$ cat src/rtl/core/psc_pkg.sv
package psc_pkg;

    // Fixed timing constants of the sequence, in milliseconds
    localparam int unsigned CHECK_DELAY_MS    = 50;
    localparam int unsigned HOLD_AT_TARGET_MS = 500;

    // Commands carried by one request (at most four)
    localparam int unsigned RUN_SLOTS  = 4;
    localparam int unsigned SLOT_W     = $clog2(RUN_SLOTS);
    // Depth of the queue between front and back
    localparam int unsigned RUN_DEPTH  = 4;
    localparam int unsigned RUN_PTR_W  = $clog2(RUN_DEPTH);

    // Configuration port
    localparam int unsigned CFG_IDX_W  = 3;
    localparam int unsigned CFG_DATA_W = 24;

    localparam logic [CFG_IDX_W-1:0] CFG_RAMP_TARGET     = 3'd0;
    localparam logic [CFG_IDX_W-1:0] CFG_RAMP_SLOPE      = 3'd1;
    localparam logic [CFG_IDX_W-1:0] CFG_CONTACT_IQ_THR  = 3'd2;
    localparam logic [CFG_IDX_W-1:0] CFG_STILL_SPEED_THR = 3'd3;
    localparam logic [CFG_IDX_W-1:0] CFG_TRAVEL_TIMEOUT  = 3'd4;
    localparam logic [CFG_IDX_W-1:0] CFG_RAMP_TIMEOUT    = 3'd5;
    localparam logic [CFG_IDX_W-1:0] CFG_SETTLE_TIME     = 3'd6;
    localparam logic [CFG_IDX_W-1:0] CFG_TRAVEL_TORQUE   = 3'd7;

    // Request codes
    localparam logic [1:0] REQ_TICK  = 2'd0;
    localparam logic [1:0] REQ_START = 2'd1;
    localparam logic [1:0] REQ_CLEAR = 2'd2;
    localparam logic [1:0] REQ_NONE  = 2'd3;

    // Motor command codes
    localparam logic [3:0] CMD_NONE           = 4'd0;
    localparam logic [3:0] CMD_TRAVEL_LIMITS  = 4'd1;
    localparam logic [3:0] CMD_TRAVEL_TORQUE  = 4'd2;
    localparam logic [3:0] CMD_STOP           = 4'd3;
    localparam logic [3:0] CMD_CONTACT_LIMIT  = 4'd4;
    localparam logic [3:0] CMD_MICRO_LIMITS   = 4'd5;
    localparam logic [3:0] CMD_RAMP_MODE      = 4'd6;
    localparam logic [3:0] CMD_RAMP_SETPOINT  = 4'd7;
    localparam logic [3:0] CMD_RELEASE        = 4'd8;

    typedef struct packed {
        logic [1:0]         req_type;
        logic               start_mode;
        logic               axis_fault;
        logic signed [15:0] speed;
        logic signed [15:0] iq_measured;
        logic               queue_accepts;
    } t_in_item;

    typedef struct packed {
        logic [3:0]  cmd_kind;
        logic [15:0] cmd_torque;
        logic        finished;
        logic        complete_ok;
        logic        timed_out;
        logic        last_in_run;
    } t_out_item;

    // Commands caused by one request, passed from front to back
    typedef struct packed {
        logic [RUN_SLOTS-1:0][3:0] kinds;
        logic [SLOT_W-1:0]         last;
        logic [15:0]               torque;
        logic                      done;
        logic                      timeout;
    } t_run;

endpackage

$ cat src/rtl/core/psc_front.sv
module psc_front
    import psc_pkg::*;
(
    input  logic                  i_clk,
    input  logic                  i_rst_n,
    input  logic                  i_accept,
    input  t_in_item              i_req,
    input  logic                  i_cfg_we,
    input  logic [CFG_IDX_W-1:0]  i_cfg_idx,
    input  logic [CFG_DATA_W-1:0] i_cfg_data,
    output logic                  o_run_wr,
    output t_run                  o_run
);

    typedef enum logic [1:0] {PH_CHECK, PH_TRAVEL, PH_RAMP, PH_DONE} t_phase;

    localparam logic [16:0] ELAPSED_MAX = '1;

    // Configuration
    logic [15:0]        r_ramp_target;
    logic [23:0]        r_ramp_slope;
    logic signed [15:0] r_contact_iq_thr;
    logic [14:0]        r_still_speed_thr;
    logic [15:0]        r_travel_timeout;
    logic [15:0]        r_ramp_timeout;
    logic [15:0]        r_settle_time;
    logic [15:0]        r_travel_torque;

    // Sequence state
    t_phase      r_phase, n_phase;
    logic        r_entry, n_entry;
    logic [16:0] r_elapsed, n_elapsed;
    logic        r_micro, n_micro;
    logic [31:0] r_acc, n_acc;
    logic        r_sent, n_sent;
    logic        r_done, n_done;
    logic        r_timeout, n_timeout;

    // Commands produced by this request
    logic [RUN_SLOTS-1:0][3:0] n_kinds;
    logic [SLOT_W:0]           n_cnt;
    logic [15:0]               n_torque;

    logic [16:0] elapsed_inc;
    logic [16:0] speed_ext;
    logic [16:0] speed_mag;
    logic [31:0] full;
    logic [32:0] acc_sum;
    logic [31:0] acc_sat;
    logic        settled;
    logic        contact;

    // Shared datapath terms
    always_comb begin
        elapsed_inc = (r_elapsed == ELAPSED_MAX) ? r_elapsed : r_elapsed + 17'd1;
        speed_ext   = {i_req.speed[15], i_req.speed};
        speed_mag   = speed_ext[16] ? (~speed_ext + 17'd1) : speed_ext;
        full        = {r_ramp_target, 16'd0};
        acc_sum     = {1'b0, r_acc} + {9'd0, r_ramp_slope};
        acc_sat     = (acc_sum > {1'b0, full}) ? full : acc_sum[31:0];
    end

    // Next state and command list
    always_comb begin
        n_phase   = r_phase;
        n_entry   = r_entry;
        n_elapsed = r_elapsed;
        n_micro   = r_micro;
        n_acc     = r_acc;
        n_sent    = r_sent;
        n_done    = r_done;
        n_timeout = r_timeout;
        n_kinds   = {RUN_SLOTS{CMD_NONE}};
        n_cnt     = '0;
        n_torque  = '0;
        settled   = 1'b0;
        contact   = 1'b0;

        unique case (i_req.req_type)
            REQ_TICK: begin
                if (r_phase != PH_DONE) begin
                    n_elapsed = elapsed_inc;
                    unique case (r_phase)
                        PH_CHECK: begin
                            n_entry = 1'b0;
                            if (n_elapsed > 17'(CHECK_DELAY_MS)) begin
                                n_phase   = PH_TRAVEL;
                                n_entry   = 1'b1;
                                n_elapsed = '0;
                            end
                        end
                        PH_TRAVEL: begin
                            if (r_entry) begin
                                n_kinds[n_cnt[SLOT_W-1:0]] = CMD_TRAVEL_LIMITS;
                                n_cnt = n_cnt + 1'b1;
                                n_kinds[n_cnt[SLOT_W-1:0]] = CMD_TRAVEL_TORQUE;
                                n_cnt = n_cnt + 1'b1;
                                n_torque  = r_travel_torque;
                                n_elapsed = '0;
                                n_entry   = 1'b0;
                            end
                            settled = n_elapsed > {1'b0, r_settle_time};
                            contact = i_req.axis_fault ||
                                      (settled && speed_mag < {2'd0, r_still_speed_thr} &&
                                       i_req.iq_measured > r_contact_iq_thr);
                            if (contact) begin
                                n_kinds[n_cnt[SLOT_W-1:0]] = CMD_STOP;
                                n_cnt = n_cnt + 1'b1;
                                n_kinds[n_cnt[SLOT_W-1:0]] = CMD_CONTACT_LIMIT;
                                n_cnt = n_cnt + 1'b1;
                                n_phase   = PH_RAMP;
                                n_entry   = 1'b1;
                                n_elapsed = '0;
                            end else if (n_elapsed > {1'b0, r_travel_timeout}) begin
                                n_timeout = 1'b1;
                                n_done    = 1'b1;
                                n_phase   = PH_DONE;
                            end
                        end
                        PH_RAMP: begin
                            if (r_entry) begin
                                if (r_micro) begin
                                    n_kinds[n_cnt[SLOT_W-1:0]] = CMD_MICRO_LIMITS;
                                    n_cnt = n_cnt + 1'b1;
                                    n_kinds[n_cnt[SLOT_W-1:0]] = CMD_RAMP_MODE;
                                    n_cnt = n_cnt + 1'b1;
                                end
                                n_elapsed = '0;
                                n_acc     = '0;
                                n_entry   = 1'b0;
                            end else begin
                                n_acc = acc_sat;
                            end
                            // setpoint goes out once, when the command queue has room
                            if (!r_sent && i_req.queue_accepts) begin
                                n_kinds[n_cnt[SLOT_W-1:0]] = CMD_RAMP_SETPOINT;
                                n_cnt = n_cnt + 1'b1;
                                n_torque = n_acc[31:16];
                                n_sent   = 1'b1;
                            end
                            settled = n_elapsed > {1'b0, r_settle_time};
                            if ((n_acc >= full && n_elapsed > 17'(HOLD_AT_TARGET_MS)) ||
                                (settled && i_req.axis_fault) ||
                                n_elapsed > {1'b0, r_ramp_timeout}) begin
                                n_kinds[n_cnt[SLOT_W-1:0]] = CMD_RELEASE;
                                n_cnt = n_cnt + 1'b1;
                                n_done  = 1'b1;
                                n_phase = PH_DONE;
                            end
                        end
                        default: ;
                    endcase
                end
            end
            REQ_START: begin
                n_micro   = i_req.start_mode;
                n_phase   = i_req.start_mode ? PH_RAMP : PH_CHECK;
                n_entry   = 1'b1;
                n_elapsed = '0;
                n_acc     = '0;
                n_sent    = 1'b0;
                n_done    = 1'b0;
                n_timeout = 1'b0;
            end
            REQ_CLEAR: begin
                n_done    = 1'b0;
                n_timeout = 1'b0;
                n_entry   = 1'b1;
            end
            REQ_NONE: ;
        endcase
    end

    // Descriptor handed to the queue
    always_comb begin
        o_run_wr        = i_accept;
        o_run.kinds     = n_kinds;
        o_run.last      = (n_cnt == '0) ? '0 : SLOT_W'(n_cnt - 1'b1);
        o_run.torque    = n_torque;
        o_run.done      = n_done;
        o_run.timeout   = n_timeout;
    end

    // State and configuration registers
    always_ff @(posedge i_clk) begin
        if (!i_rst_n) begin
            r_phase           <= PH_DONE;
            r_entry           <= 1'b0;
            r_elapsed         <= '0;
            r_micro           <= 1'b0;
            r_acc             <= '0;
            r_sent            <= 1'b0;
            r_done            <= 1'b0;
            r_timeout         <= 1'b0;
            r_ramp_target     <= 16'd2048;
            r_ramp_slope      <= 24'd67109;
            r_contact_iq_thr  <= 16'sd512;
            r_still_speed_thr <= 15'd26;
            r_travel_timeout  <= 16'd10000;
            r_ramp_timeout    <= 16'd5000;
            r_settle_time     <= 16'd200;
            r_travel_torque   <= 16'd512;
        end else begin
            if (i_accept) begin
                r_phase   <= n_phase;
                r_entry   <= n_entry;
                r_elapsed <= n_elapsed;
                r_micro   <= n_micro;
                r_acc     <= n_acc;
                r_sent    <= n_sent;
                r_done    <= n_done;
                r_timeout <= n_timeout;
            end
            if (i_cfg_we) begin
                unique case (i_cfg_idx)
                    CFG_RAMP_TARGET:     r_ramp_target     <= i_cfg_data[15:0];
                    CFG_RAMP_SLOPE:      r_ramp_slope      <= i_cfg_data[23:0];
                    CFG_CONTACT_IQ_THR:  r_contact_iq_thr  <= $signed(i_cfg_data[15:0]);
                    CFG_STILL_SPEED_THR: r_still_speed_thr <= i_cfg_data[14:0];
                    CFG_TRAVEL_TIMEOUT:  r_travel_timeout  <= i_cfg_data[15:0];
                    CFG_RAMP_TIMEOUT:    r_ramp_timeout    <= i_cfg_data[15:0];
                    CFG_SETTLE_TIME:     r_settle_time     <= i_cfg_data[15:0];
                    CFG_TRAVEL_TORQUE:   r_travel_torque   <= i_cfg_data[15:0];
                endcase
            end
        end
    end

endmodule

$ cat src/rtl/core/psc_run_fifo.sv
module psc_run_fifo
    import psc_pkg::*;
(
    input  logic i_clk,
    input  logic i_rst_n,
    input  logic i_wr,
    input  t_run i_data,
    input  logic i_rd,
    output t_run o_data,
    output logic o_full,
    output logic o_valid
);

    t_run                 r_mem [RUN_DEPTH];
    logic [RUN_PTR_W-1:0] r_wr_ptr;
    logic [RUN_PTR_W-1:0] r_rd_ptr;
    logic [RUN_PTR_W:0]   r_count;
    logic                 wr_en;
    logic                 rd_en;

    assign o_full  = (r_count == (RUN_PTR_W+1)'(RUN_DEPTH));
    assign o_valid = (r_count != '0);
    assign o_data  = r_mem[r_rd_ptr];
    assign wr_en   = i_wr && !o_full;
    assign rd_en   = i_rd && o_valid;

    // Storage
    always_ff @(posedge i_clk) begin
        if (wr_en) begin
            r_mem[r_wr_ptr] <= i_data;
        end
    end

    // Pointers and fill count
    always_ff @(posedge i_clk) begin
        if (!i_rst_n) begin
            r_wr_ptr <= '0;
            r_rd_ptr <= '0;
            r_count  <= '0;
        end else begin
            if (wr_en) begin
                r_wr_ptr <= r_wr_ptr + 1'b1;
            end
            if (rd_en) begin
                r_rd_ptr <= r_rd_ptr + 1'b1;
            end
            unique case ({wr_en, rd_en})
                2'b10:   r_count <= r_count + 1'b1;
                2'b01:   r_count <= r_count - 1'b1;
                default: r_count <= r_count;
            endcase
        end
    end

endmodule

$ cat src/rtl/core/psc_back.sv
module psc_back
    import psc_pkg::*;
(
    input  logic      i_clk,
    input  logic      i_rst_n,
    input  t_run      i_run,
    input  logic      i_run_valid,
    output logic      o_run_rd,
    input  logic      i_pop,
    output logic      o_empty,
    output t_out_item o_res
);

    logic [SLOT_W-1:0] r_slot;
    logic              r_out_valid;
    t_out_item         r_out;
    logic              load;
    logic              slot_last;
    logic [3:0]        kind;

    // Walk the slots of the head descriptor, one result per cycle while the output is empty or popped
    assign load      = i_run_valid && (!r_out_valid || i_pop);
    assign slot_last = (r_slot == i_run.last);
    assign kind      = i_run.kinds[r_slot];
    assign o_run_rd  = load && slot_last;
    assign o_empty   = !r_out_valid;
    assign o_res     = r_out;

    // Output register
    always_ff @(posedge i_clk) begin
        if (load) begin
            r_out.cmd_kind    <= kind;
            r_out.cmd_torque  <= (kind == CMD_TRAVEL_TORQUE || kind == CMD_RAMP_SETPOINT) ?
                                 i_run.torque : 16'd0;
            r_out.finished    <= i_run.done;
            r_out.complete_ok <= i_run.done && !i_run.timeout;
            r_out.timed_out   <= i_run.timeout;
            r_out.last_in_run <= slot_last;
        end
    end

    // Slot counter and output valid
    always_ff @(posedge i_clk) begin
        if (!i_rst_n) begin
            r_slot      <= '0;
            r_out_valid <= 1'b0;
        end else begin
            if (load) begin
                r_slot      <= slot_last ? '0 : r_slot + 1'b1;
                r_out_valid <= 1'b1;
            end else if (i_pop) begin
                r_out_valid <= 1'b0;
            end
        end
    end

endmodule

$ cat src/rtl/core/press_compression_sequencer.sv
// Press compression sequencer.
// Input channel: a request (tick, start, clear or none code) is taken at a clock
// edge with push high and full low. Every request yields one to four result
// records on the output channel: the motor commands it causes, or a single
// status record with cmd_kind none. last_in_run marks the final record.
// Output channel: the oldest record sits on o_res while empty is low and is
// taken at an edge with pop high.
// A taken request is written into the queue of decoded requests; its
// first record then passes the output register. Throughput: one record per
// cycle at the output while the receiver pops; the output port is the limit.
// A four-entry queue of decoded requests between front and back lets requests
// be taken while the receiver stalls, until that queue fills and full rises.
// Configuration: i_cfg_we writes register i_cfg_idx at the clock edge; write
// only while no records are pending.
// Reset (synchronous, active low): registers take their default values, the
// sequence is idle in the done phase and both queues are empty.
module press_compression_sequencer
    import psc_pkg::*;
(
    input  logic                  i_clk,
    input  logic                  i_rst_n,
    input  logic                  push,
    output logic                  full,
    input  t_in_item              i_req,
    output logic                  empty,
    input  logic                  pop,
    output t_out_item             o_res,
    input  logic                  i_cfg_we,
    input  logic [CFG_IDX_W-1:0]  i_cfg_idx,
    input  logic [CFG_DATA_W-1:0] i_cfg_data
);

    logic run_wr;
    t_run run_in;
    t_run run_head;
    logic run_valid;
    logic run_rd;
    logic run_full;
    logic accept;

    assign full   = run_full;
    assign accept = push && !run_full;

    // Front: decode the request and step the sequence
    psc_front u_front (
        .i_clk      (i_clk),
        .i_rst_n    (i_rst_n),
        .i_accept   (accept),
        .i_req      (i_req),
        .i_cfg_we   (i_cfg_we),
        .i_cfg_idx  (i_cfg_idx),
        .i_cfg_data (i_cfg_data),
        .o_run_wr   (run_wr),
        .o_run      (run_in)
    );

    // Decoded requests waiting for the back
    psc_run_fifo u_fifo (
        .i_clk   (i_clk),
        .i_rst_n (i_rst_n),
        .i_wr    (run_wr),
        .i_data  (run_in),
        .i_rd    (run_rd),
        .o_data  (run_head),
        .o_full  (run_full),
        .o_valid (run_valid)
    );

    // Back: issue the records one by one
    psc_back u_back (
        .i_clk       (i_clk),
        .i_rst_n     (i_rst_n),
        .i_run       (run_head),
        .i_run_valid (run_valid),
        .o_run_rd    (run_rd),
        .i_pop       (pop),
        .o_empty     (empty),
        .o_res       (o_res)
    );

endmodule
$ cat config.mk
export PLATFORM = sky130hd
export DESIGN_NAME = press_compression_sequencer
export DESIGN_NICKNAME = d
export VERILOG_FILES = /design/src/rtl/core/psc_pkg.sv /design/src/rtl/core/psc_front.sv /design/src/rtl/core/psc_run_fifo.sv /design/src/rtl/core/psc_back.sv /design/src/rtl/core/press_compression_sequencer.sv
export SDC_FILE = /design/constraint.sdc
export NUM_CORES = 1
export LEC_CHECK = 0
export BUFFER_PORTS_ARGS = -buffer_cell sky130_fd_sc_hd__buf_2
export CAP_MARGIN = 20
export CELL_PAD_IN_SITES_DETAIL_PLACEMENT = 1
export CELL_PAD_IN_SITES_GLOBAL_PLACEMENT = 1
export CORE_AREA = 2 2 221 223
export DETAILED_ROUTE_END_ITERATION = 8
export DIE_AREA = 0 0 223 225
export GPL_ROUTABILITY_DRIVEN = 0
export PLACE_DENSITY = 0.79
export SLEW_MARGIN = 30
export SYNTH_ARGS = -nofsm -noshare
export SYNTH_HDL_FRONTEND = slang
export SYNTH_HIERARCHICAL = 1
export SYNTH_SLANG_ARGS = --single-unit
$ cat constraint.sdc
create_clock -name i_clk -period 6.5 [get_ports i_clk]
set_input_delay 1.3 -clock i_clk [delete_from_list [all_inputs] [get_ports i_clk]]
set_output_delay 1.3 -clock i_clk [all_outputs]
set_load 0.01 [all_outputs]
* Word level (Yosys, flattened, before mapping) *
Memory sizes are Yosys's and may differ from the RTL's. A register that Yosys moved wholly into a read port is not among the register bits.
Cells that the tools add are included.

storage, ports and cells
  flip-flop bits (word level) = 225
  memory bits (writable) = 144
  input bits = 69
  output and inout port bits = 26
  word-level logic and storage cells = 257
  memories = 1

memory list
  memory        depth  width  rd ports  clocked after memory_dff  write ports  line                source
  u_fifo.r_mem  4      36     1         1                         1            psc_run_fifo.sv:14  t_run r_mem [RUN_DEPTH];

operators by class
  $add $sub $neg = 13
  magnitude comparators = 19
  equality and inequality tests = 26
  muxes and demuxes = 110
  bitwise gates (word level) = 13
  reduce and logical (&&, ||, !) cells = 48

operator list
  cell                                                                    number
  32-bit two-way mux                                                      7
  17-bit two-way mux                                                      12
  16-bit two-way mux                                                      12
  17-bit by 16-bit > comparator with 1-bit output                         4
  16-bit case mux with 2 select lines                                     2
  32-bit case mux with 2 select lines                                     1
  8-bit two-way mux                                                       7
  17-bit case mux with 3 select lines                                     1
  3-bit two-way mux                                                       15
  17-bit by 1-bit adder with 17-bit output (second input constant)        2
  17-bit case mux with 2 select lines                                     1
  32-bit by 24-bit adder with 33-bit output                               1
  33-bit by 32-bit > comparator with 1-bit output                         1
  4-bit demux with 2-bit select                                           4
  32-bit greater-or-equal comparator                                      1
  12-bit AND                                                              2
  2-bit two-way mux                                                       12
  12-bit NOT                                                              2
  4-bit two-way mux                                                       5
  1-bit two-way mux                                                       18
  2-bit AND reduction                                                     9
  17-bit equality test (second input constant)                            1
  17-bit by 6-bit > comparator with 1-bit output (second input constant)  1
  17-bit by 9-bit > comparator with 1-bit output (second input constant)  1
  other kinds (49)                                                        107

* Longest topological paths before layout *
  depth in word-level cells = 20
  mapped depth = 34
  depth with buffers taken out = 31

* Hierarchy *
Netlist, hierarchy kept.

by module, submodules not included
  module                       times used  cells each  area each (um^2)  seq. area each (um^2)
  psc_front                    1           1846        13803.2           3823.7
  psc_run_fifo                 1           240         5746.8            4504.3
  psc_back                     1           70          1158.6            780.7
  press_compression_sequencer  1           1           13.8              0.0

* Worst setup path after synthesis *
No wires, ideal clock.

  kind = reg2reg
  start = register u_front.r_ramp_slope[1]
  end = memory u_fifo/r_mem[0][18] (netlist bit), data pin
  setup time = 0.230 ns
  arrival = 6.375 ns
  data required time = 6.270 ns
  slack = -0.105 ns
  stages on the path, launching flop included = 33
  buffers on the path = 3
  clock period less this slack = 6.605 ns
  cell sequence = dfxtp_1 -> ha_1 -> a211oi_1 -> o211ai_1 -> a21oi_1 -> o21bai_1 -> a2111oi_0 -> o31ai_1 -> clkbuf_1 -> nand4b_1 -> o311ai_0 -> ha_1 -> nand4_1 -> nor3_1 -> nand4_1 -> nor4_1 -> o21a_1 -> buf_2 -> buf_1 -> nor2_1 -> a21oi_1 -> nor2_1 -> ha_1 -> and4_1 -> nand3_1 -> or3_1 -> o211ai_1 -> nand3_1 -> o21ai_2 -> o211ai_1 -> a21boi_0 -> o21ai_0 -> a221oi_1

RTL lines
  element                   line                source
  start: declaration        psc_front.sv:21     logic [23:0] r_ramp_slope;
  start signal: assignment  psc_front.sv:217    CFG_RAMP_SLOPE: r_ramp_slope <= i_cfg_data[23:0];
  end: declaration          psc_run_fifo.sv:14

==> results.md <==
* Failing checks: setup timing
* Post-route setup slack at -0.6775 ns
* Leak at 9.709 nW
* Buf+Inv Stages, Crit Path at 5
* Total Wirelength at 69.62 mm
* Final setup viols at 31
* First-pass iteration count of the detailed router at 7
* Post-synth top cells: 384 x nand2_1, 203 x dfxtp_1, 168 x edfxtp_1
* Vias per cell at a little under 6
* First-pass GRT wire length at 103.4 mm
* FFs w/ async S/R, synth at 0
* Outcome: finished with violations
* I/O Buffers at 94
* Routed len/inst at about 23 µm
* FMAX at between 100 and 150 MHz
* Post-route insts no fill at 2993
* H-Tree Level Count at 2
* Family with the most delay on the worst path: compound AO/OA/AOI/OAI gates
* Synth area leader: edfxtp_1
* Fin area at 24870 µm²
* Ports at 95
* CP required at between 6 and 7 ns
* Largest net degree at the start of global routing at approximately 110
* Crit Path Max Fanout at 7
* CTS tree: yes
* CTS Buffer Depth at 3
* Placed Area at 22240 µm²
* Relative slew slack at 0.4302
* Final period utilization at 1.104
* Sequential-to-total area share from yosys stat at 0.4396
* Die area at 50180 µm²
* Die X at 223 µm
* DR iter-0 viols at 1136
* Initial Utilization at 0.4358
* Total GRT Usage at 0.2626
* Mapped Cells at 2157
* Setup crit end kind: flip-flop
* Share of post-route cells with drive strength above 1 at 0.2173
* Number of flops mapped to enable cells by yosys at 168
* Worst-skew pair later-pin latency at around 0.6 ns
* Placed cell count at 2854
* Max stage delay on crit path at around 0.38 ns
* Die Ht at 225 µm
* Syn avg cell area at 9.607 µm²
* Synth top area cells: edfxtp_1 24%, dfxtp_1 20%, ha_1 9.4%
* Final Critical Period at 7.177 ns
* DRC viols at 0
* Most common flop cell mapped by yosys: dfxtp_1
* Yosys warnings at 6
* Area growth from synthesis to layout at 20.01%
* CP startpoint: u_front/r_acc[0]$_SDFFE_PN0P_
* Clock skew at 0.02661 ns
* Layout net count at 2568
* Share of the synthesized area in the top cell type at 0.2434
* RSZ-0062 raised after global routing: yes
* Antenna Nets Post-Route at 0
* Most used cell, CP: buf_4
* Initial antenna violation count at 5
* Worst-path clk slew at 0.07 ns
* Synth Register Bits at 371
* Cts bufs inserted at 42
* Fin. max-slew vios at 0
* Max-cap viol count at 0
* Vias at ~18000
* Final Hold Fails at 0
* Root Driver: clkbuf_16
* Cell Rows at 80
* Vias in the first global route at 18512
* Min-delay src: u_front/r_ramp_target[7]$_SDFFE_PN0P_
* Count leader, synth: nand2_1
* Startpoint Class: flip-flop
* Pwr dens at 264.5 nW/µm²
* Cell variety after synth at 90
* WS Path Type: flip-flop to flip-flop
* Worst Hold Class: flip-flop to flip-flop
* Peak supply drop at roughly 160 µV
* Clk sinks at 371
* Synthesized cell area at around 21000 µm²
* Total gr overflow at 0
* CP max-delay cell: o311a_1
* Tightest Pin Transition at 0.8481 ns
* Critical path data arrival time at 7.51 ns
* Area of the core at 47550 µm²
* Reg2reg start: u_front/r_acc[0]$_SDFFE_PN0P_
* CTS Hold Bufs at 0
* DP HPWL at 44.14 mm
## registers in the layout, summed over array words and instances (netlist names), 15 cells and up, named ones only
name and cells:
u_front/r_travel_timeout 16, u_back/o_res 24, u_front/r_contact_iq_thr 16, u_front/r_ramp_timeout 16, u_front/r_settle_time 16, u_fifo/r_mem 144, u_front/r_acc 32, u_front/r_ramp_slope 24
u_front/r_ramp_target 16, u_front/r_still_speed_thr 15, u_front/r_travel_torque 16, u_front/r_elapsed 17
## stage by stage
step	hold WS [ns]	power (mW)	setup WS, ns	utilization	setup TNS (ns)
after CTS	0.4682	6.575	-0.2010	0.5141	-2.395
after global placement	0.4415	3.856	-0.3727	0.4673	-8.432
final	0.4632	6.579	-0.6775	0.5231	-17.87
after global routing	0.4806	6.826	-0.8273	0.5230	-22.44
after floorplan	0.4291	3.561	0.02513	-	0
after detailed placement	0.4538	3.946	-0.8964	0.4677	-24.37
## power breakdown
| group | internal, mW | switching, mW |
|---|---|---|
| clock network | 1.55 | 1.05 |
| logic | 0.473 | 0.707 |
| registers | 2.69 | 0.109 |
## worst reg2reg max path, delay by kind of cell (launching register included)
family	cells	cell delay, ns
compound gates	15	3.16
xor+xnor	1	0.13
fa+ha+maj	4	1.26
buf+inv	5	0.87
flops	1	0.34
simple gates	9	1.20
## cell families after synthesis
family / synth area share
mux: 0.04927
simple gates: 0.1693
xor+xnor: 0.02367
compound gates: 0.1666
other cells: 0.0001810
flops: 0.4396
fa+ha+maj: 0.09612
buf+inv: 0.05531
## final cells by class
type	count	area, µm²
fillers	5195	22680
flip-flops and latches	371	9117
clock buffers	56	1261
clock inverters	22	279.0
multi-input cells	1525	11110
inverters	135	506.7
well taps	615	769.5
diodes	3	7.507
repair buffers	266	1818
## per-layer routing
layer / global-route usage / routed length [µm] / vias up / part of all wire
met5: 0 / 30 / - / 0.00043
met1: 0.3051 / 27150 / 8774 / 0.39
met4: 0.1230 / 3867 / 4 / 0.056
met3: 0.04472 / 3705 / 279 / 0.053
li1: - / - / 8043 / -
met2: 0.4721 / 34870 / 611 / 0.50
## final timing paths
kind | endpoint | slack (ns) | cells after the start
hold reg to reg | u_front/r_ramp_target[7]$_SDFFE_PN0P_ | 0.46 | 2
hold / removal | u_front/r_ramp_target[7]$_SDFFE_PN0P_ | 0.46 | 2
setup reg to reg | u_fifo/r_mem[2][19]$_DFFE_PP_ | -0.68 | 34
setup / recovery | u_fifo/r_mem[2][19]$_DFFE_PP_ | -0.68 | 34
## cell usage in the layout, fill, tap and decap left out, types with 20 or more instances in the layout
master and n:
a21o_1 24, and2_1 23, o21ai_0 79, nand2_1 381
a21boi_0 114, dfxtp_1 196, clkbuf_16 48, nand3_1 43
buf_4 161, mux4_2 32, nor2_1 85, nand4_1 22
nor2b_1 34, buf_2 93, o211ai_1 37, a21oi_1 76
xnor2_1 36, ha_1 148, nor3_1 24, inv_1 134
a22oi_1 20, edfxtp_1 168
## what timing repair did
item,4_1_cts,5_1_grt
endpoints found under the setup margin,31,31
resized for setup,68,69
gates cloned,2,0
setup buffers,41,17
pin swaps,44,58
No activity file was read; power rests on OpenSTA's default activity.
